**src/sv/kvt_pkg.sv**
```systemverilog
// Shared types and constants for the key-value text tokenizer.
// Used by kvt_front, kvt_queue, kvt_back and keyvalue_text_tokenizer.
`timescale 1ns / 1ps

package kvt_pkg;

  localparam int unsigned TOKEN_MAX = 255;
  localparam int unsigned DEPTH_MAX = 255;
  localparam int unsigned TLEN_W    = $clog2(TOKEN_MAX + 2);
  localparam int unsigned DEPTH_W   = $clog2(DEPTH_MAX + 1);

  localparam int unsigned QUEUE_DEPTH = 4;
  localparam int unsigned QPTR_W      = $clog2(QUEUE_DEPTH);
  localparam int unsigned QCNT_W      = $clog2(QUEUE_DEPTH + 1);

  localparam logic [7:0] CH_OPEN  = 8'h7B;
  localparam logic [7:0] CH_CLOSE = 8'h7D;
  localparam logic [7:0] CH_SLASH = 8'h2F;
  localparam logic [7:0] CH_QUOTE = 8'h22;
  localparam logic [7:0] CH_SPACE = 8'h20;
  localparam logic [7:0] CH_TAB   = 8'h09;
  localparam logic [7:0] CH_LF    = 8'h0A;
  localparam logic [7:0] CH_VT    = 8'h0B;
  localparam logic [7:0] CH_FF    = 8'h0C;
  localparam logic [7:0] CH_CR    = 8'h0D;

  typedef enum logic [2:0] {
    KIND_KEY_CHAR   = 3'd0,
    KIND_VALUE_CHAR = 3'd1,
    KIND_OPEN       = 3'd2,
    KIND_CLOSE      = 3'd3,
    KIND_PAIR       = 3'd4,
    KIND_KEY_ONLY   = 3'd5
  } kind_e;

  typedef struct packed {
    kind_e      kind;
    logic [7:0] chr;
  } event_t;

  // All results of one item share the depth and overflow flag.
  typedef struct packed {
    logic [1:0]      cnt;
    event_t [2:0]    ev;
    logic [7:0]      level;
    logic            ovf;
  } bundle_t;

endpackage

```
**src/sv/keyvalue_text_tokenizer.sv**
```systemverilog
// Top level of the key-value text tokenizer: front end, bundle queue and
// back end. Depends on kvt_pkg, kvt_front, kvt_queue and kvt_back.
`timescale 1ns / 1ps

// The tokenizer takes one text byte per cycle as long as its four-entry
// result queue has room, and each byte yields zero to three result items.
// The output stage sends one result item per cycle while the receiver is
// ready; bytes that yield nothing are not queued. Each result passes
// through the result queue and then the registered output stage.
module keyvalue_text_tokenizer import kvt_pkg::*; (
  input  logic        clk_i,
  input  logic        rst_ni,
  input  logic        s_axis_tvalid,
  output logic        s_axis_tready,
  input  logic [7:0]  s_axis_tdata,   // [7:0] in_byte
  input  logic        s_axis_tlast,
  output logic        m_axis_tvalid,
  input  logic        m_axis_tready,
  output logic [23:0] m_axis_tdata,   // [7:0] out_char, [15:8] out_level,
                                      // [16] out_depth_overflow, rest zero
  output logic        m_axis_tlast,
  output logic [2:0]  m_axis_tuser    // [2:0] out_kind
);

  logic    q_push;
  logic    q_pop;
  logic    q_full;
  logic    q_empty;
  bundle_t q_in;
  bundle_t q_head;
  kind_e   out_kind;
  logic [7:0] out_char;
  logic [7:0] out_level;
  logic    out_ovf;

  kvt_front u_front (
    .clk_i      (clk_i),
    .rst_ni     (rst_ni),
    .in_valid_i (s_axis_tvalid),
    .in_ready_o (s_axis_tready),
    .in_byte_i  (s_axis_tdata),
    .in_end_i   (s_axis_tlast),
    .q_full_i   (q_full),
    .q_push_o   (q_push),
    .q_bundle_o (q_in)
  );

  kvt_queue u_queue (
    .clk_i       (clk_i),
    .rst_ni      (rst_ni),
    .push_i      (q_push),
    .push_data_i (q_in),
    .pop_i       (q_pop),
    .head_o      (q_head),
    .empty_o     (q_empty),
    .full_o      (q_full)
  );

  kvt_back u_back (
    .clk_i       (clk_i),
    .rst_ni      (rst_ni),
    .head_i      (q_head),
    .empty_i     (q_empty),
    .pop_o       (q_pop),
    .out_valid_o (m_axis_tvalid),
    .out_ready_i (m_axis_tready),
    .out_kind_o  (out_kind),
    .out_char_o  (out_char),
    .out_level_o (out_level),
    .out_ovf_o   (out_ovf),
    .out_last_o  (m_axis_tlast)
  );

  assign m_axis_tuser = out_kind;
  assign m_axis_tdata = {7'd0, out_ovf, out_level, out_char};

`ifndef ASSERT_OFF
  assert property (@(posedge clk_i) disable iff (!rst_ni) !(q_push && q_full))
    else $error("Result queue written while full.");

  assert property (@(posedge clk_i) disable iff (!rst_ni) !(q_pop && q_empty))
    else $error("Result queue read while empty.");

  assert property (@(posedge clk_i) disable iff (!rst_ni)
      (m_axis_tvalid && m_axis_tuser != KIND_KEY_CHAR && m_axis_tuser != KIND_VALUE_CHAR)
      |-> (m_axis_tdata[7:0] == 8'd0))
    else $error("Structure event carries a nonzero character.");

  assert property (@(posedge clk_i) disable iff (!rst_ni)
      $past(s_axis_tvalid && s_axis_tready && !s_axis_tlast) &&
      $past(s_axis_tdata) == CH_LF |-> u_front.tol_q == 2'd0)
    else $error("Line feed left tokens counted on the line.");
`endif

endmodule

```
**src/sv/kvt_front.sv**
```systemverilog
// Front end: accepts text bytes, tracks token, line and depth state and
// classifies each byte into a bundle of up to three results. Uses kvt_pkg.
`timescale 1ns / 1ps

module kvt_front import kvt_pkg::*; (
  input  logic          clk_i,
  input  logic          rst_ni,
  input  logic          in_valid_i,
  output logic          in_ready_o,
  input  logic [7:0]    in_byte_i,
  input  logic          in_end_i,
  input  logic          q_full_i,
  output logic          q_push_o,
  output bundle_t       q_bundle_o
);

  logic               act_q, act_d;
  logic               quoted_q, quoted_d;
  logic               comment_q, comment_d;
  logic [7:0]         held_q, held_d;
  logic [TLEN_W-1:0]  tlen_q, tlen_d;
  logic [1:0]         tol_q, tol_d;
  logic [DEPTH_W-1:0] depth_q, depth_d;
  logic               sat_q, sat_d;
  logic               accept;
  bundle_t            bndl;

  function automatic bundle_t append(bundle_t b, kind_e k, logic [7:0] c);
    bundle_t r;
    r = b;
    if (r.cnt != 2'd3) begin
      r.ev[r.cnt].kind = k;
      r.ev[r.cnt].chr  = c;
      r.cnt            = r.cnt + 2'd1;
    end
    return r;
  endfunction

  assign in_ready_o = !q_full_i;
  assign accept     = in_valid_i && in_ready_o;

  always_comb begin
    logic              is_space;
    logic              is_lsp;
    logic              is_quote;
    logic              fin;
    logic              lend;
    logic              add;
    logic [TLEN_W-1:0] tlen_cur;
    kind_e             kc;

    act_d     = act_q;
    quoted_d  = quoted_q;
    comment_d = comment_q;
    held_d    = held_q;
    tlen_d    = tlen_q;
    tol_d     = tol_q;
    depth_d   = depth_q;
    sat_d     = sat_q;
    bndl      = '0;

    is_space = (in_byte_i == CH_SPACE) || (in_byte_i == CH_TAB);
    is_lsp   = (in_byte_i == CH_LF) || (in_byte_i == CH_VT) ||
               (in_byte_i == CH_FF) || (in_byte_i == CH_CR);
    is_quote = (in_byte_i == CH_QUOTE);
    kc       = (tol_q == 2'd0) ? KIND_KEY_CHAR : KIND_VALUE_CHAR;
    fin      = 1'b0;
    lend     = 1'b0;
    add      = 1'b0;
    tlen_cur = act_q ? tlen_q : '0;

    if (in_end_i) begin
      fin       = act_q;
      comment_d = 1'b0;
      lend      = 1'b1;
    end else if (comment_q) begin
      if (in_byte_i == CH_LF) begin
        comment_d = 1'b0;
        lend      = 1'b1;
      end
    end else if (act_q) begin
      if (is_quote || (is_space && !quoted_q) || is_lsp) begin
        fin  = 1'b1;
        lend = (in_byte_i == CH_LF);
      end else begin
        add = 1'b1;
      end
    end else begin
      if (is_quote) begin
        act_d    = 1'b1;
        quoted_d = 1'b1;
        tlen_d   = '0;
      end else if (is_space || is_lsp) begin
        lend = (in_byte_i == CH_LF);
      end else begin
        act_d    = 1'b1;
        quoted_d = 1'b0;
        add      = 1'b1;
      end
    end

    if (fin) begin
      act_d    = 1'b0;
      quoted_d = 1'b0;
      tlen_d   = '0;
      if (tlen_q == TLEN_W'(1) && held_q == CH_OPEN) begin
        if (depth_q < DEPTH_W'(DEPTH_MAX)) begin
          depth_d = depth_q + DEPTH_W'(1);
        end else begin
          sat_d = 1'b1;
        end
        tol_d = 2'd0;
        bndl  = append(bndl, KIND_OPEN, 8'h00);
      end else if (tlen_q == TLEN_W'(1) && held_q == CH_CLOSE) begin
        if (depth_q != '0) begin
          depth_d = depth_q - DEPTH_W'(1);
          tol_d   = 2'd0;
          bndl    = append(bndl, KIND_CLOSE, 8'h00);
        end
      end else if (tlen_q != '0) begin
        if (tlen_q == TLEN_W'(1)) begin
          bndl = append(bndl, kc, held_q);
        end
        if (tol_q == 2'd0) begin
          tol_d = 2'd1;
        end else begin
          tol_d = 2'd2;
          bndl  = append(bndl, KIND_PAIR, 8'h00);
        end
      end
    end

    if (lend) begin
      if (tol_d == 2'd1) begin
        bndl = append(bndl, KIND_KEY_ONLY, 8'h00);
      end
      tol_d = 2'd0;
    end

    if (add) begin
      if (tlen_cur == '0) begin
        held_d = in_byte_i;
        tlen_d = TLEN_W'(1);
      end else if (tlen_cur == TLEN_W'(1)) begin
        if (held_q == CH_SLASH && in_byte_i == CH_SLASH) begin
          act_d     = 1'b0;
          quoted_d  = 1'b0;
          tlen_d    = '0;
          comment_d = 1'b1;
        end else begin
          bndl = append(bndl, kc, held_q);
          if (TOKEN_MAX > 1) begin
            bndl = append(bndl, kc, in_byte_i);
          end
          tlen_d = TLEN_W'(2);
        end
      end else begin
        if (tlen_cur < TLEN_W'(TOKEN_MAX)) begin
          bndl = append(bndl, kc, in_byte_i);
        end
        if (tlen_cur < TLEN_W'(TOKEN_MAX + 1)) begin
          tlen_d = tlen_cur + TLEN_W'(1);
        end
      end
    end

    bndl.level = 8'(depth_d);
    bndl.ovf   = sat_d;
  end

  assign q_push_o   = accept && (bndl.cnt != 2'd0);
  assign q_bundle_o = bndl;

  always_ff @(posedge clk_i or negedge rst_ni) begin
    if (!rst_ni) begin
      act_q     <= 1'b0;
      quoted_q  <= 1'b0;
      comment_q <= 1'b0;
      held_q    <= '0;
      tlen_q    <= '0;
      tol_q     <= '0;
      depth_q   <= '0;
      sat_q     <= 1'b0;
    end else if (accept) begin
      act_q     <= act_d;
      quoted_q  <= quoted_d;
      comment_q <= comment_d;
      held_q    <= held_d;
      tlen_q    <= tlen_d;
      tol_q     <= tol_d;
      depth_q   <= depth_d;
      sat_q     <= sat_d;
    end
  end

endmodule

```
**src/sv/kvt_queue.sv**
```systemverilog
// Short queue of result bundles between the front and back ends.
// Uses bundle_t and the queue sizes from kvt_pkg.
`timescale 1ns / 1ps

module kvt_queue import kvt_pkg::*; (
  input  logic    clk_i,
  input  logic    rst_ni,
  input  logic    push_i,
  input  bundle_t push_data_i,
  input  logic    pop_i,
  output bundle_t head_o,
  output logic    empty_o,
  output logic    full_o
);

  bundle_t            mem_q [QUEUE_DEPTH];
  logic [QPTR_W-1:0]  wr_ptr_q;
  logic [QPTR_W-1:0]  rd_ptr_q;
  logic [QCNT_W-1:0]  count_q;

  assign empty_o = (count_q == '0);
  assign full_o  = (count_q == QCNT_W'(QUEUE_DEPTH));
  assign head_o  = mem_q[rd_ptr_q];

  always_ff @(posedge clk_i) begin
    if (push_i) begin
      mem_q[wr_ptr_q] <= push_data_i;
    end
  end

  always_ff @(posedge clk_i or negedge rst_ni) begin
    if (!rst_ni) begin
      wr_ptr_q <= '0;
      rd_ptr_q <= '0;
      count_q  <= '0;
    end else begin
      if (push_i) begin
        wr_ptr_q <= wr_ptr_q + QPTR_W'(1);
      end
      if (pop_i) begin
        rd_ptr_q <= rd_ptr_q + QPTR_W'(1);
      end
      if (push_i && !pop_i) begin
        count_q <= count_q + QCNT_W'(1);
      end else if (pop_i && !push_i) begin
        count_q <= count_q - QCNT_W'(1);
      end
    end
  end

endmodule

```
**src/sv/kvt_back.sv**
```systemverilog
// Back end: walks the results of the bundle at the queue head, one per cycle
// unless stalled, into a registered output stage. Uses bundle_t and kind_e from kvt_pkg.
`timescale 1ns / 1ps

module kvt_back import kvt_pkg::*; (
  input  logic       clk_i,
  input  logic       rst_ni,
  input  bundle_t    head_i,
  input  logic       empty_i,
  output logic       pop_o,
  output logic       out_valid_o,
  input  logic       out_ready_i,
  output kind_e      out_kind_o,
  output logic [7:0] out_char_o,
  output logic [7:0] out_level_o,
  output logic       out_ovf_o,
  output logic       out_last_o
);

  logic       vld_q;
  logic [1:0] idx_q;
  kind_e      kind_q;
  logic [7:0] char_q;
  logic [7:0] level_q;
  logic       ovf_q;
  logic       last_q;
  logic       advance;
  logic       take;
  logic       is_last;

  assign advance = !vld_q || out_ready_i;
  assign take    = advance && !empty_i;
  assign is_last = ((idx_q + 2'd1) == head_i.cnt);
  assign pop_o   = take && is_last;

  always_ff @(posedge clk_i or negedge rst_ni) begin
    if (!rst_ni) begin
      vld_q <= 1'b0;
      idx_q <= '0;
    end else if (advance) begin
      vld_q <= !empty_i;
      if (take) begin
        idx_q <= is_last ? 2'd0 : idx_q + 2'd1;
      end
    end
  end

  always_ff @(posedge clk_i) begin
    if (take) begin
      kind_q  <= head_i.ev[idx_q].kind;
      char_q  <= head_i.ev[idx_q].chr;
      level_q <= head_i.level;
      ovf_q   <= head_i.ovf;
      last_q  <= is_last;
    end
  end

  assign out_valid_o = vld_q;
  assign out_kind_o  = kind_q;
  assign out_char_o  = char_q;
  assign out_level_o = level_q;
  assign out_ovf_o   = ovf_q;
  assign out_last_o  = last_q;

endmodule
```
**config.mk**
```make
export PLATFORM = sky130hd
export DESIGN_NAME = keyvalue_text_tokenizer
export DESIGN_NICKNAME = d
export VERILOG_FILES = /design/src/sv/kvt_pkg.sv /design/src/sv/keyvalue_text_tokenizer.sv /design/src/sv/kvt_front.sv /design/src/sv/kvt_queue.sv /design/src/sv/kvt_back.sv
export SDC_FILE = /design/constraint.sdc
export NUM_CORES = 1
export LEC_CHECK = 0
export CAP_MARGIN = 40
export CORE_MARGIN = 2
export CORE_UTILIZATION = 30
export CTS_BUF_LIST = sky130_fd_sc_hd__clkbuf_4
export CTS_CLUSTER_SIZE = 24
export DETAILED_ROUTE_END_ITERATION = 10
export DONT_BUFFER_PORTS = 1
export PLACE_DENSITY = 0.54
export RECOVER_POWER = 100
export SLEW_MARGIN = 25
export SYNTH_ARGS = -nofsm -noshare
export SYNTH_HDL_FRONTEND = slang
export SYNTH_SLANG_ARGS = --single-unit
```
**constraint.sdc**
```tcl
create_clock -name clk_i -period 11.69 [get_ports clk_i]
set_input_delay 2.9225 -clock clk_i [delete_from_list [all_inputs] [get_ports clk_i]]
set_output_delay 2.9225 -clock clk_i [all_outputs]
set_load 0.01 [all_outputs]
```
== Word level (Yosys, flattened, before mapping) ==
Memories as Yosys holds them, arrays and structs flattened.
Index checks and enable logic that the tools add are counted.

* Add/subtract/negate cells: 12
* $lt $le $gt $ge: 12
* Eq/ne operators: 20
* Muxes and demuxes: 129
* Reductions and logical operators: 37

{| class="wikitable"
|+ Operator list
! kind !! number
|-
| two-way mux 44 bit || 16
|-
| two-way mux 35 bit || 9
|-
| bitwise mux 33 bit || 9
|-
| demux 11 bit (select 2 bit) || 8
|-
| two-way mux 9 bit || 10
|-
| two-way mux 43 bit || 2
|-
| two-way mux 8 bit || 9
|-
| two-way mux 11 bit || 5
|-
| two-way mux 1 bit || 49
|-
| == test 8 x 4 -> 1 bit, second input constant || 5
|-
| == test 8 x 6 -> 1 bit, second input constant || 4
|-
| binary-select mux 11 bit (select 2 bit) || 1
|-
| == test 9 x 1 -> 1 bit, second input constant || 2
|-
| two-way mux 2 bit || 9
|-
| == test 8 x 7 -> 1 bit, second input constant || 2
|-
| less-than comparator 2 x 3 -> 1 bit, second input constant || 5
|-
| adder 2 x 1 -> 2 bit, second input constant || 7
|-
| logical AND 1 bit || 14
|-
| adder 9 x 1 -> 9 bit, second input constant || 1
|-
| zero test 9 bit || 1
|-
| less-than comparator 9 x 8 -> 1 bit, second input constant || 1
|-
| less-than comparator 9 bit, second input constant || 1
|-
| nonzero test 9 bit || 1
|-
| adder 8 x 1 -> 8 bit, second input constant || 1
|-
| other kinds (18) || 38
|}

* Register bits after elaboration: 62
* RAM bits: 176
* Output and inout bits: 30
* Word-level logic and storage cells: 229
* Memories kept: 1

{| class="wikitable"
|+ Memories
! name !! words !! bits a word !! read ports !! clocked after Yosys merged registers in !! wr ports !! line !! RTL
|-
| u_queue.mem_q || 4 || 44 || 1 || 0 || 1 || kvt_queue.sv:16 || <nowiki>bundle_t mem_q [QUEUE_DEPTH];</nowiki>
|}

== Longest topological paths before layout ==
Gate-level depths: netlist of the first run.

* Depth after elaboration: 59
* Gate-level depth with buffers: 17
* Depth with buffers taken out: 15

== Cells and area by module ==
A second synthesis of the first run with hierarchy kept.

* Cells, all modules: 762
* Area, all modules: 11138.2 um^2

{| class="wikitable"
|+ By module, submodules not included
! module !! times used !! cells an instance !! area an instance (um^2) !! seq. area each (um^2)
|-
| kvt_queue || 1 || 264 || 6805.3 || 5460.2
|-
| kvt_front || 1 || 411 || 3230.6 || 775.7
|-
| kvt_back || 1 || 78 || 1038.5 || 705.7
|-
| keyvalue_text_tokenizer || 1 || 9 || 63.8 || 0.0
|}

== Least setup slack after synthesis of the first run ==
Ideal clock, no wire load.

* Path kind: in2reg
* From: input s_axis_tdata[3]
* To: memory u_queue.mem_q[0][0] in the netlist's numbering (enable)
* Setup time: 0.404 ns
* Arrival time: 5.777 ns
* Required time: 11.286 ns
* Slack: 5.510 ns
* Stages on the path: 10
* Path through: clkbuf_1 nor4bb_1 a311oi_1 o211ai_1 a21oi_1 and2_1 clkbuf_1 nor4_2 nor2_4 and2_1

* Longest elaborated chain between the ends: 30
* Elaborated cells between the ends (all ways): 62

{| class="wikitable"
|+ RTL lines
! item !! line !! RTL
|-
| from (decl) || keyvalue_text_tokenizer.sv:15 || <nowiki>input logic [7:0] s_axis_tdata,</nowiki>
|-
| == test 8 x 6 -> 1 bit, or another cell as far along || kvt_front.sv:62 || <nowiki>is_space = (in_byte_i == CH_SPACE) || (in_byte_i == CH_TAB);</nowiki>
|-
| logical OR 1 bit (on tied branches) || kvt_front.sv:62, kvt_front.sv:63 ||
|-
| logical AND 1 bit or logical OR 1 bit (tied branches) || kvt_front.sv:82, kvt_front.sv:63 ||
|-
| logical OR 1 bit (on tied branches) || kvt_front.sv:82, kvt_front.sv:64 ||
|-
| logical OR 1 bit || kvt_front.sv:82 || <nowiki>if (is_quote || (is_space && !quoted_q) || is_lsp) begin</nowiki>
|-
| two-way mux 1 bit || kvt_front.sv:82 ||
|-
| two-way mux 1 bit || kvt_front.sv:81 || <nowiki>end else if (act_q) begin</nowiki>
|-
| two-way mux 1 bit || kvt_front.sv:76 || <nowiki>end else if (comment_q) begin</nowiki>
|-
| [15 not listed] || - ||
|-
| two-way mux 44 bit || kvt_front.sv:144 || <nowiki>end else if (tlen_cur == TLEN_W'(1)) begin</nowiki>
|-
| two-way mux 44 bit || kvt_front.sv:141 || <nowiki>if (tlen_cur == '0) begin</nowiki>
|-
| two-way mux 44 bit (*) || kvt_front.sv:140 || <nowiki>if (add) begin</nowiki>
|-
| nonzero test 2 bit (*) || kvt_front.sv:171 || <nowiki>assign q_push_o = accept && (bndl.cnt != 2'd0);</nowiki>
|-
| logical AND 1 bit (*) || kvt_front.sv:171 ||
|-
| net q_push || keyvalue_text_tokenizer.sv:25 || <nowiki>logic q_push;</nowiki>
|-
| two-way mux 1 bit (*) || kvt_queue.sv:26 || <nowiki>if (push_i) begin</nowiki>
|-
| two-way mux 1 bit (not written as such) (*) || kvt_queue.sv:27 || <nowiki>mem_q[wr_ptr_q] <= push_data_i;</nowiki>
|-
| to (decl) || kvt_queue.sv:16 ||
|}

Mark *: on every way through the listed nets, which the timed path passes. The rest lies on a longest branch. The select of a mux whose other input is x is not followed.

== Final worst setup path of the first run ==
* From: input s_axis_tdata[4]
* To: memory u_queue.mem_q[2][8] in the netlist's numbering (enable)

The elaborated chain is that of the path after synthesis.

==> metrics.md, run 1 <==
| Metric | Value |
|---|---|
| Crit-path max FO | 42 |
| Measured slew at the worst slew-check pin | 2760 ps |
| CTS Sinks | 230 |
| Clock network power share | 27.0% |
| I/O Buffers | 0 |
| Max Cap Violations | 6 |
| Part of the power in registers | 44.2% |
| Main synth FF type | edfxtp_1 |
| Final Setup Violations | 0 |
| DR WL/cell | 18.2 um |
| Sw frac | 33.8% |
| Final HPWL DP | 15.5 mm |
| DRT Pass-1 Iters | 7 |
| Synth Instances | 766 |
| Combinational family with the most area after synthesis | multiplexers |
| Post-synth EDFFs | 189 |
| Setup TNS | 0 ps |
| Setup WS pre-CTS | 5520 ps |
| Area leader, netlist | edfxtp_1 |
| Most frequent cell on the critical path | clkbuf_1 |
| Core Area | 35500 um^2 |
| Layout cells sized above 1 | 21.0% |
| Clock skew | 53.6 ps |
| Clock Path Buffers | 3 |
| Critical path's largest stage delay | 1950 ps |
| Hold Path Stages | 1 |
| Die area | 37500 um^2 |
| FF-to-FF setup slack | 5900 ps |
| First-pass GRT wire length | 38.4 mm |
| # rows | 69 |
| Die extent in y | 194 um |
| Fin. max-slew vios | 223 |
| Synth warn | 0 |
| Initial DRC count | 494 |
| Hold Fails Final Rpt | 0 |
| Post-synthesis compound-gate area fraction | 9.98% |
| Failing checks | capacitance limit, slew limit |
| Crit path depth | 10 |
| Root Buffer | clkbuf_4 |
| Vias in the first global route | 6735 |
| Global Route Usage Sum | 13.0% |
| Crit path cell chain | nor3_1, o2111a_1, a211oi_1, clkbuf_1, a21oi_1, and2_0, nor4_1, nor2_4, and2_2, clkbuf_1 |
| Setup CP Type | primary input to flip-flop |
| Startpoint Class | primary input |
| Clock transition at the registers of the reported paths | 60 ps |
| Pwr/cell area | 231 nW/um^2 |
| Gr ovfl total | 0 |
| WHS | 488 ps |
| Hold buffers post-CTS | 0 |
| Synth top cells by count | 189 x edfxtp_1, 50 x nor2_1, 46 x nand2_1, 42 x mux4_2 |
| Final Core Density | 34.4% |
| Skew-Pair Late Insertion Delay | 670 ps |
| Post-Synth XOR/XNOR Area | 1.14% |
| CP top delay family | buffers and inverters |
| Comb pwr share | 28.8% |
| Resized cells post-CTS | 0 |
| Slack of the critical path | 4310 ps |
| # fillers | 3440 |
| Io pins | 43 |
| Post CTS Setup Buffer Count | 0 |
| CTS tree | done |
| Starting Density | 30.4% |
| Crit path buffers/inverters | 2 |
| Max IR drop VDD | 0.000121 V |
| Fmax | 136 MHz |
| Routed Antenna Nets | 0 |
| Crit. End Element | flip-flop |
| Max_slew headroom | -83.8% |
| WP data arrival | 7560 ps |
| Worst EP required | 11870 ps |
| Most common cell in the netlist | edfxtp_1 |
| Worst hold path class | flip-flop to flip-flop |
| Sequential fraction of the synthesis area | 62.1% |
| Asr flop ratio synth | 17.8% |
| Cell Int Power | 1.86 mW |
| Synth Area in Simple Gates | 10.0% |
| Distinct cell type count after synthesis | 81 |
| P&R area growth vs syn | 13.0% |
| Critical Path Slowest Stage Cell | clkbuf_1 |
| Routed via count | 6653 |
| Leak | 4.26 nW |
| Final instance area | 12200 um^2 |
| Sw Pwr | 0.951 mW |
| FF-to-FF path depth | 9 |
| Largest net degree at the start of global routing | 44 |
| Post-synthesis mux area share | 11.9% |
| Yosys reg bits | 230 |
| Tcrit/Tclk final | 63.1% |
| Placed inst area | 11400 um^2 |
| Share of the synthesized area in the top cell type | 52.6% |
| Gpl congestion | 0.863 |
| Die width | 194 um |
| Crit path time final | 7380 ps |
| Avg Vias per Cell | 4.96 |
| Num CTS Buffers | 66 |
| RSZ-0062 raised after global routing | no |
| Avg Cell Area, Syn | 14.1 um^2 |
| Outcome | complete, but fails checks |
| Synthesized cell area | 10800 um^2 |
| Initial antenna violation count | 1 |
| Final #Nets | 862 |
| Total wire length | 24.4 mm |
| Post-route DRC | 0 |
| Adder-Cell Fraction of Synth Area | 1.69% |
| H-tree depth | 3 |
| Synth top area cells | edfxtp_1 53%, dfrtp_1 9.5%, mux4_2 8.8% |
final timing paths:
| kind | startpoint | end |
|---|---|---|
| worst min-delay path | u_queue.count_q[2] | u_queue.count_q[2] |
| worst max register to register | u_queue.rd_ptr_q[0] | u_queue.count_q[1] |
| worst min register to register | u_queue.count_q[2] | u_queue.count_q[2] |
| max in group asynchronous | rst_ni | u_front.tol_q[1] |
| worst max-delay path | s_axis_tdata[4] | u_queue.mem_q[2][8] |
| min in group asynchronous | rst_ni | u_queue.rd_ptr_q[1] |
placed cells by master, fill, tap and decap left out, types with 10 or more instances in the layout:
cell type and instances:
a21oi_1 27, nand3_1 19, a31oi_1 10, nand2_1 47, dfrtp_1 40, mux2i_1 21
o21ai_0 41, conb_1 39, mux2_2 10, ha_1 13, edfxtp_1 189, clkbuf_4 97
mux4_2 42, o22ai_1 15, nor2_1 50, inv_1 30, nor3_1 14, clkbuf_1 10
cell families (layout without fill, tap and decap cells):
family | count (synthesis) | count (layout)
and+or+nand+nor | 203 | 203
buffers and inverters | 79 | 155
adders and majority gates | 14 | 14
muxes | 74 | 74
xor gates and xnor gates | 14 | 14
other | 1 | 40
DFF | 230 | 230
AOI/OAI and AO/OA | 151 | 151
metal layers:
metal | wire [um] | GRT usage [%]
met1 | 11300 | 17.7
met4 | 359 | 5.06
met5 | 0 | 0
met3 | 1320 | 3.24
met2 | 11500 | 20.1
worst reg2reg max path, cell delays in order (launching register included):
cell and delay (ps):
dfrtp_1 1220, clkbuf_1 1520, mux4_2 680, xor2_1 170, o21ai_0 630, nand2_1 360, ha_1 360, inv_1 90
fa_1 380, mux2_2 260
layout make-up:
cell class	count	area [um^2]	area share [%]
inverter	30	113	0.923
antenna	1	2.50	0.0205
clock buffer	97	728	5.97
clock inverter	16	134	1.10
timing repair buffer	12	60.1	0.492
sequential	230	6700	54.9
multi-input combinational	495	3880	31.8
tap	461	577	4.73
state kept, by name, indices dropped and copies added (netlist names):
name / flops
u_front.quoted_q: 1
u_queue.wr_ptr_q: 2
u_queue.rd_ptr_q: 2
u_front.sat_q: 1
u_front.comment_q: 1
u_back.out_level_o: 8
u_back.out_char_o: 8
u_queue.mem_q: 168
u_front.held_q: 8
u_back.out_last_o: 1
u_back.out_valid_o: 1
u_front.act_q: 1
u_front.tlen_q: 9
u_back.out_kind_o: 3
u_back.idx_q: 2
u_front.tol_q: 2
u_front.depth_q: 8
u_queue.count_q: 3
u_back.out_ovf_o: 1
per-stage QoR:
stage          total power [mW]  cells
2_1_floorplan              1.85    804
3_5_place_dp               2.09   1226
6_report                   2.81   1342
4_1_cts                    2.87   1339
5_1_grt                    3.00   1342
3_3_place_gp               2.08   1224
power groups by stage:
stage	combinational (mW)	sequential, mW	clock, mW
after global placement	0.815	1.26	0
after CTS	0.833	1.24	0.790
final	0.810	1.24	0.760
after global routing	0.900	1.27	0.835
after detailed placement	0.829	1.26	0
after floorplan	0.677	1.17	0
Note: power is estimated with default switching activity, not from simulation.
==> inputs of run 2 (changes only) <==
==> constraint.sdc (replaced) <==
create_clock -name clk_i -period 7.4 [get_ports clk_i]
set_input_delay 1.85 -clock clk_i [delete_from_list [all_inputs] [get_ports clk_i]]
set_output_delay 1.85 -clock clk_i [all_outputs]
set_load 0.01 [all_outputs]
==> metrics.md, run 2 (synthesis gave the netlist of run 1 again) <==
| Metric | Value |
|---|---|
| Vias in the first global route | 6785 (was 6735) |
| Final Setup Violations | 0 (unchanged) |
| # rows | 69 (unchanged) |
| Crit. End Element | flip-flop (unchanged) |
| Post-route DRC | 0 (unchanged) |
| FF-to-FF setup slack | 2200 ps (was 5900 ps) |
| Cell Int Power | 2.81 mW (was 1.86 mW) |
| Routed Antenna Nets | 0 (unchanged) |
| Total wire length | 24.5 mm (was 24.4 mm) |
| Setup WS pre-CTS | 2000 ps (was 5520 ps) |
| Post CTS Setup Buffer Count | 0 (unchanged) |
| Failing checks | capacitance limit, slew limit (unchanged) |
| Sw frac | 34.6% (was 33.8%) |
| Largest Register | u_queue.mem_q (unchanged) |
| Gr ovfl total | 0 (unchanged) |
| Measured slew at the worst slew-check pin | 2120 ps (was 2760 ps) |
| Layout cells sized above 1 | 20.2% (was 21.0%) |
| Clock Path Buffers | 3 (unchanged) |
| Setup CP Type | primary input to flip-flop (unchanged) |
| Crit path time final | 5650 ps |
| Outcome | complete, but fails checks (unchanged) |
| DRT Pass-1 Iters | 5 (was 7) |
| Max_slew headroom | -41.0% (was -83.8%) |
| Clock skew | 49.5 ps (was 53.6 ps) |
| Final #Nets | 858 (was 862) |
| Gpl congestion | 0.879 (was 0.863) |
| WHS | 492 ps (was 488 ps) |
| Worst hold path class | flip-flop to flip-flop (unchanged) |
| Startpoint Class | primary input (unchanged) |
| Core Area | 35500 um^2 (unchanged) |
| CTS tree | done (unchanged) |
| RSZ-0062 raised after global routing | no (unchanged) |
| Initial antenna violation count | 2 (was 1) |
| Root Buffer | clkbuf_4 (unchanged) |
| Sw Pwr | 1.49 mW (was 0.951 mW) |
| Critical path's largest stage delay | 620 ps (was 1950 ps) |
| H-tree depth | 2 (was 3) |
| First-pass GRT wire length | 38.8 mm (was 38.4 mm) |
| Most frequent cells in the layout | 189 x edfxtp_1, 84 x clkbuf_4, 51 x nor2_1 (was 189 x edfxtp_1, 97 x clkbuf_4, 50 x nor2_1) |
| # fillers | 3436 (was 3440) |
| Setup TNS | 0 ps (unchanged) |
| Crit path buffers/inverters | 3 (was 2) |
| Crit-path max FO | 24 (was 42) |
| Num CTS Buffers | 59 (was 66) |
| Critical Path Slowest Stage Cell | clkbuf_1 (unchanged) |
| Die width | 194 um (unchanged) |
| CTS Sinks | 230 (unchanged) |
| WP data arrival | 5930 ps (was 7560 ps) |
| Max Cap Violations | 3 (was 6) |
| Hold Fails Final Rpt | 0 (unchanged) |
| Global Route Usage Sum | 13.1% (was 13.0%) |
| Final instance area | 12100 um^2 (was 12200 um^2) |
| Avg Vias per Cell | 4.91 (was 4.96) |
| Die extent in y | 194 um (unchanged) |
| Comb pwr share | 31.1% (was 28.8%) |
| P&R area growth vs syn | 12.3% (was 13.0%) |
| Max IR drop VDD | 0.000165 V (was 0.000121 V) |
| Io pins | 43 (unchanged) |
| Routed via count | 6546 (was 6653) |
| Worst EP required | 7680 ps (was 11870 ps) |
| Final HPWL DP | 16.5 mm (was 15.5 mm) |
| Starting Density | 30.4% (unchanged) |
| Clock transition at the registers of the reported paths | 60 ps (about the same) |
| Most common cell after layout, fill and taps aside | edfxtp_1 (unchanged) |
| Skew-Pair Late Insertion Delay | 700 ps (was 670 ps) |
| Pwr/cell area | 354 nW/um^2 (was 231 nW/um^2) |
| Final Core Density | 34.2% (was 34.4%) |
| I/O Buffers | 0 (unchanged) |
| CP top delay family | simple AND/OR/NAND/NOR gates (was buffers and inverters) |
| Slack of the critical path | 1750 ps (was 4310 ps) |
| Most frequent cell on the critical path | clkbuf_1 (unchanged) |
| Die area | 37500 um^2 (unchanged) |
| Hold buffers post-CTS | 0 (unchanged) |
| Resized cells post-CTS | 0 (unchanged) |
| Max reg flops | 168 (unchanged) |
| Initial DRC count | 425 (was 494) |
| Largest net degree at the start of global routing | 42 (was 44) |
| Fmax | 177 MHz |
| Part of the power in registers | 45.0% (was 44.2%) |
| Clock network power share | 23.9% (was 27.0%) |
| DR WL/cell | 18.4 um (was 18.2 um) |
| Fin. max-slew vios | 85 (was 223) |
| Crit path cell chain | nor3_1, o2111a_1, a211oi_1, clkbuf_1, a21oi_1, and2_0, nor4_1, nor2_1, and2_2, buf_16, clkbuf_1 (was nor3_1, o2111a_1, a211oi_1, clkbuf_1, a21oi_1, and2_0, nor4_1, nor2_4, and2_2, clkbuf_1) |
| Top Registers | u_queue.mem_q: 168 flops, u_front.tlen_q: 9 flops (unchanged) |
| Tcrit/Tclk final | 76.4% |
| Placed inst area | 11400 um^2 (about the same) |
| Leak | 4.23 nW (was 4.26 nW) |
[run 2: changes by cell type in the layout (fill, tap and decap cells not counted), moves of 2 or more]
cell	change
inv_6	-2
clkbuf_4	-13
clkinv_2	+7
clkbuf_1	-3
buf_12	+2
bufinv_16	-2
and2_0	+2
clkdlybuf4s25_1	+2
[run 2: worst paths after layout]
check	from	end	cells after the start
hold reg to reg	u_queue.count_q[2]	u_queue.count_q[2]	1
max in group asynchronous	rst_ni	u_back.out_valid_o	0
setup / recovery	s_axis_tdata[4]	u_queue.mem_q[3][12]	11
setup reg to reg	u_front.tlen_q[8]	u_queue.mem_q[3][12]	9
hold / removal	u_queue.count_q[2]	u_queue.count_q[2]	1
min in group asynchronous	rst_ni	u_queue.rd_ptr_q[0]	0
[run 2: power groups by stage]
stage / Sequential [mW] / Clock (mW) / Combinational (mW)
3_3_place_gp: 2.01 / 0 / 1.28
4_1_cts: 1.98 / 1.07 / 1.32
6_report: 1.94 / 1.03 / 1.34
2_1_floorplan: 1.85 / 0 / 1.07
5_1_grt: 1.97 / 1.13 / 1.48
3_5_place_dp: 2.00 / 0 / 1.31
[run 2: routing by layer]
layer / wire length [um] / global-route usage, % / vias to the layer above
li1: - / - / 3097
met2: 11400 / 21.0 / 151
met4: 521 / 4.83 / 0
met3: 1120 / 2.57 / 45
met5: 0 / 0 / -
met1: 11500 / 17.7 / 3253
[run 2: area by class of cell]
class | count | area [um^2] | share of cell area [%]
inverters | 30 | 113 | 0.929
well taps | 461 | 577 | 4.76
repair buffers | 15 | 144 | 1.19
clock buffers | 84 | 631 | 5.20
flip-flops and latches | 230 | 6700 | 55.3
diodes | 1 | 2.50 | 0.0206
multi-input cells | 495 | 3880 | 32.0
clock inverters | 17 | 83.8 | 0.691
[run 2: worst register-to-register path, stage by stage (launching register included)]
cell and delay [ps]:
dfrtp_1 560, nor4_1 440, and2_0 690, nand4_1 760, a31oi_4 460, nor4_1 100, nor2_1 420, and2_2 550
buf_16 220, clkbuf_1 630
[run 2: metrics by stage]
| stage | cells | power [mW] |
|---|---|---|
| finish | 1333 | 4.30 |
| global route | 1333 | 4.59 |
| CTS | 1330 | 4.37 |
| detailed placement | 1229 | 3.32 |
| global placement | 1224 | 3.29 |
| floorplan | 804 | 2.92 |
==> inputs of run 3 (changes only) <==
--- a/config.mk
+++ b/config.mk
@@ -12,7 +12,7 @@
 export CTS_CLUSTER_SIZE = 24
 export DETAILED_ROUTE_END_ITERATION = 10
 export DONT_BUFFER_PORTS = 1
-export PLACE_DENSITY = 0.54
+export PLACE_DENSITY = 0.55
 export RECOVER_POWER = 100
 export SLEW_MARGIN = 25
 export SYNTH_ARGS = -nofsm -noshare
==> constraint.sdc (replaced) <==
create_clock -name clk_i -period 4.6 [get_ports clk_i]
set_input_delay 1.15 -clock clk_i [delete_from_list [all_inputs] [get_ports clk_i]]
set_output_delay 1.15 -clock clk_i [all_outputs]
set_load 0.01 [all_outputs]
==> metrics.md, run 3 (synthesis gave the netlist of run 1 again) <==
| Metric | Value |
|---|---|
| Crit-path max FO | 14 (was 24) |
| Layout cells sized above 1 | 20.2% (about the same) |
| Io pins | 43 (unchanged) |
| Core Area | 35500 um^2 (unchanged) |
| Largest Register | u_queue.mem_q (unchanged) |
| Clock Path Buffers | 3 (unchanged) |
| Total wire length | 24.3 mm (was 24.5 mm) |
| Max_slew headroom | 4.41% (was -41.0%) |
| Measured slew at the worst slew-check pin | 1430 ps (was 2120 ps) |
| Sw Pwr | 2.38 mW (was 1.49 mW) |
| Starting Density | 30.4% (unchanged) |
| Max Cap Violations | 0 (was 3) |
| Resized cells post-CTS | 0 (unchanged) |
| Fin. max-slew vios | 0 (was 85) |
| DR WL/cell | 17.9 um (was 18.4 um) |
| Post-route DRC | 0 (unchanged) |
| Avg Vias per Cell | 4.91 (about the same) |
| Routed Antenna Nets | 0 (unchanged) |
| I/O Buffers | 0 (unchanged) |
| # rows | 69 (unchanged) |
| Setup CP Type | flip-flop to flip-flop (was primary input to flip-flop) |
| CTS Sinks | 230 (unchanged) |
| Part of the power in registers | 45.2% (was 45.0%) |
| Worst hold path class | primary input to async pin (was flip-flop to flip-flop) |
| Initial antenna violation count | 1 (was 2) |
| Routed via count | 6643 (was 6546) |
| CTS tree | done (unchanged) |
| DRT Pass-1 Iters | 5 (unchanged) |
| FF-to-FF path depth | 11 (was 9) |
| Outcome | finished, final reports clean (was complete, but fails checks) |
| Die area | 37500 um^2 (unchanged) |
| FF-to-FF setup slack | 400 ps (was 2200 ps) |
| Clock network power share | 24.6% (was 23.9%) |
| Worst r2r src | u_front.tlen_q[5] (was u_front.tlen_q[8]) |
| Tcrit/Tclk final | 91.3% |
| Top Registers | u_queue.mem_q: 168 flops, u_front.tlen_q: 9 flops (unchanged) |
| Hold Fails Final Rpt | 0 (unchanged) |
| Num CTS Buffers | 59 (unchanged) |
| Clock skew | 32.9 ps (was 49.5 ps) |
| Fmax | 238 MHz |
| Root Buffer | clkbuf_4 (unchanged) |
| First-pass GRT wire length | 38.3 mm (was 38.8 mm) |
| Leak | 4.26 nW (was 4.23 nW) |
| RSZ-0062 raised after global routing | no (unchanged) |
| Startpoint Class | flip-flop (was primary input) |
| Global Route Usage Sum | 12.9% (was 13.1%) |
| Max IR drop VDD | 0.000261 V (was 0.000165 V) |
| Max reg flops | 168 (unchanged) |
| Die width | 194 um (unchanged) |
| Crit path launch | u_front.tlen_q[5] (was s_axis_tdata[4]) |
| Pwr/cell area | 568 nW/um^2 (was 354 nW/um^2) |
| Most common cell after layout, fill and taps aside | edfxtp_1 (unchanged) |
| Clock transition at the registers of the reported paths | 70 ps (was 60 ps) |
| Most frequent cells in the layout | 189 x edfxtp_1, 90 x clkbuf_4, 50 x nor2_1 (was 189 x edfxtp_1, 84 x clkbuf_4, 51 x nor2_1) |
| Initial DRC count | 539 (was 425) |
| Hold buffers post-CTS | 0 (unchanged) |
| Comb pwr share | 30.2% (was 31.1%) |
| Final Setup Violations | 0 (unchanged) |
| Worst EP required | 5140 ps (was 7680 ps) |
| H-tree depth | 2 (unchanged) |
| Crit. End Element | flip-flop (unchanged) |
| WP data arrival | 4740 ps (was 5930 ps) |
| Final HPWL DP | 15.9 mm (was 16.5 mm) |
| Post CTS Setup Buffer Count | 0 (unchanged) |
| # fillers | 3446 (was 3436) |
| Gpl congestion | 0.854 (was 0.879) |
| P&R area growth vs syn | 12.3% (about the same) |
| Sw frac | 34.5% (was 34.6%) |
| Die extent in y | 194 um (unchanged) |
| Cell Int Power | 4.51 mW (was 2.81 mW) |
| Final #Nets | 869 (was 858) |
| Final Core Density | 34.2% (about the same) |
| Vias in the first global route | 6819 (was 6785) |
| Largest net degree at the start of global routing | 43 (was 42) |
| Crit path time final | 4200 ps |
| Setup TNS | 0 ps (unchanged) |
| Gr ovfl total | 0 (unchanged) |
| Skew-Pair Late Insertion Delay | 670 ps (was 700 ps) |
-- run 3: layout make-up --
| cell class | count | area (um^2) | share of cell area, % |
|---|---|---|---|
| antenna | 1 | 2.50 | 0.0206 |
| clock buffer | 86 | 646 | 5.33 |
| clock inverter | 25 | 108 | 0.888 |
| inverter | 30 | 113 | 0.929 |
| multi-input combinational | 495 | 3810 | 31.5 |
| sequential | 230 | 6700 | 55.3 |
| tap | 461 | 577 | 4.76 |
| timing repair buffer | 26 | 160 | 1.32 |
-- run 3: through the flow --
stage | instance area [um^2] | power (mW) | cells | hold slack [ps] | setup WS, ps
4_1_cts | 12200 | 7.08 | 1351 | 79.6 | 601
5_1_grt | 12100 | 7.36 | 1354 | 87.8 | 257
3_5_place_dp | 11500 | 5.34 | 1240 | 499 | 473
2_1_floorplan | 10900 | 4.70 | 804 | 464 | 192
3_3_place_gp | 11500 | 5.32 | 1239 | 502 | 529
6_report | 12100 | 6.89 | 1354 | 164 | 398
-- run 3: per-layer routing --
layer  up-vias  global-route usage (%)  wire [um]
met2       183                    22.0      11800
met1      3289                    16.6      10800
met4         0                    3.53        367
li1       3134                       -          -
met3        37                    2.92       1270
met5         -                       0          0
-- run 3: power by group through the flow --
| stage | clock network (mW) | logic, mW | registers, mW |
|---|---|---|---|
| after floorplan | 0 | 1.72 | 2.98 |
| after global placement | 0 | 2.16 | 3.16 |
| after detailed placement | 0 | 2.17 | 3.17 |
| after CTS | 1.77 | 2.18 | 3.13 |
| after global routing | 1.88 | 2.31 | 3.17 |
| final | 1.70 | 2.08 | 3.12 |
-- run 3: final timing paths --
path,endpoint
setup / recovery,u_queue.count_q[1]
min in group clk_i,u_queue.count_q[2]
setup reg to reg,u_queue.count_q[1]
max in group asynchronous,u_back.out_valid_o
hold / removal,u_front.depth_q[0]
hold reg to reg,u_queue.count_q[2]
-- run 3: worst max-delay path, cell delays in order, from the launching register on --
cell and delay (ps):
dfrtp_1 450, nor4_1 520, and2_0 730, a211oi_1 180, a31oi_1 300, a31oi_1 230
nor4_1 510, nor2_4 120, ha_1 260, inv_1 90, fa_1 400, mux2_2 280
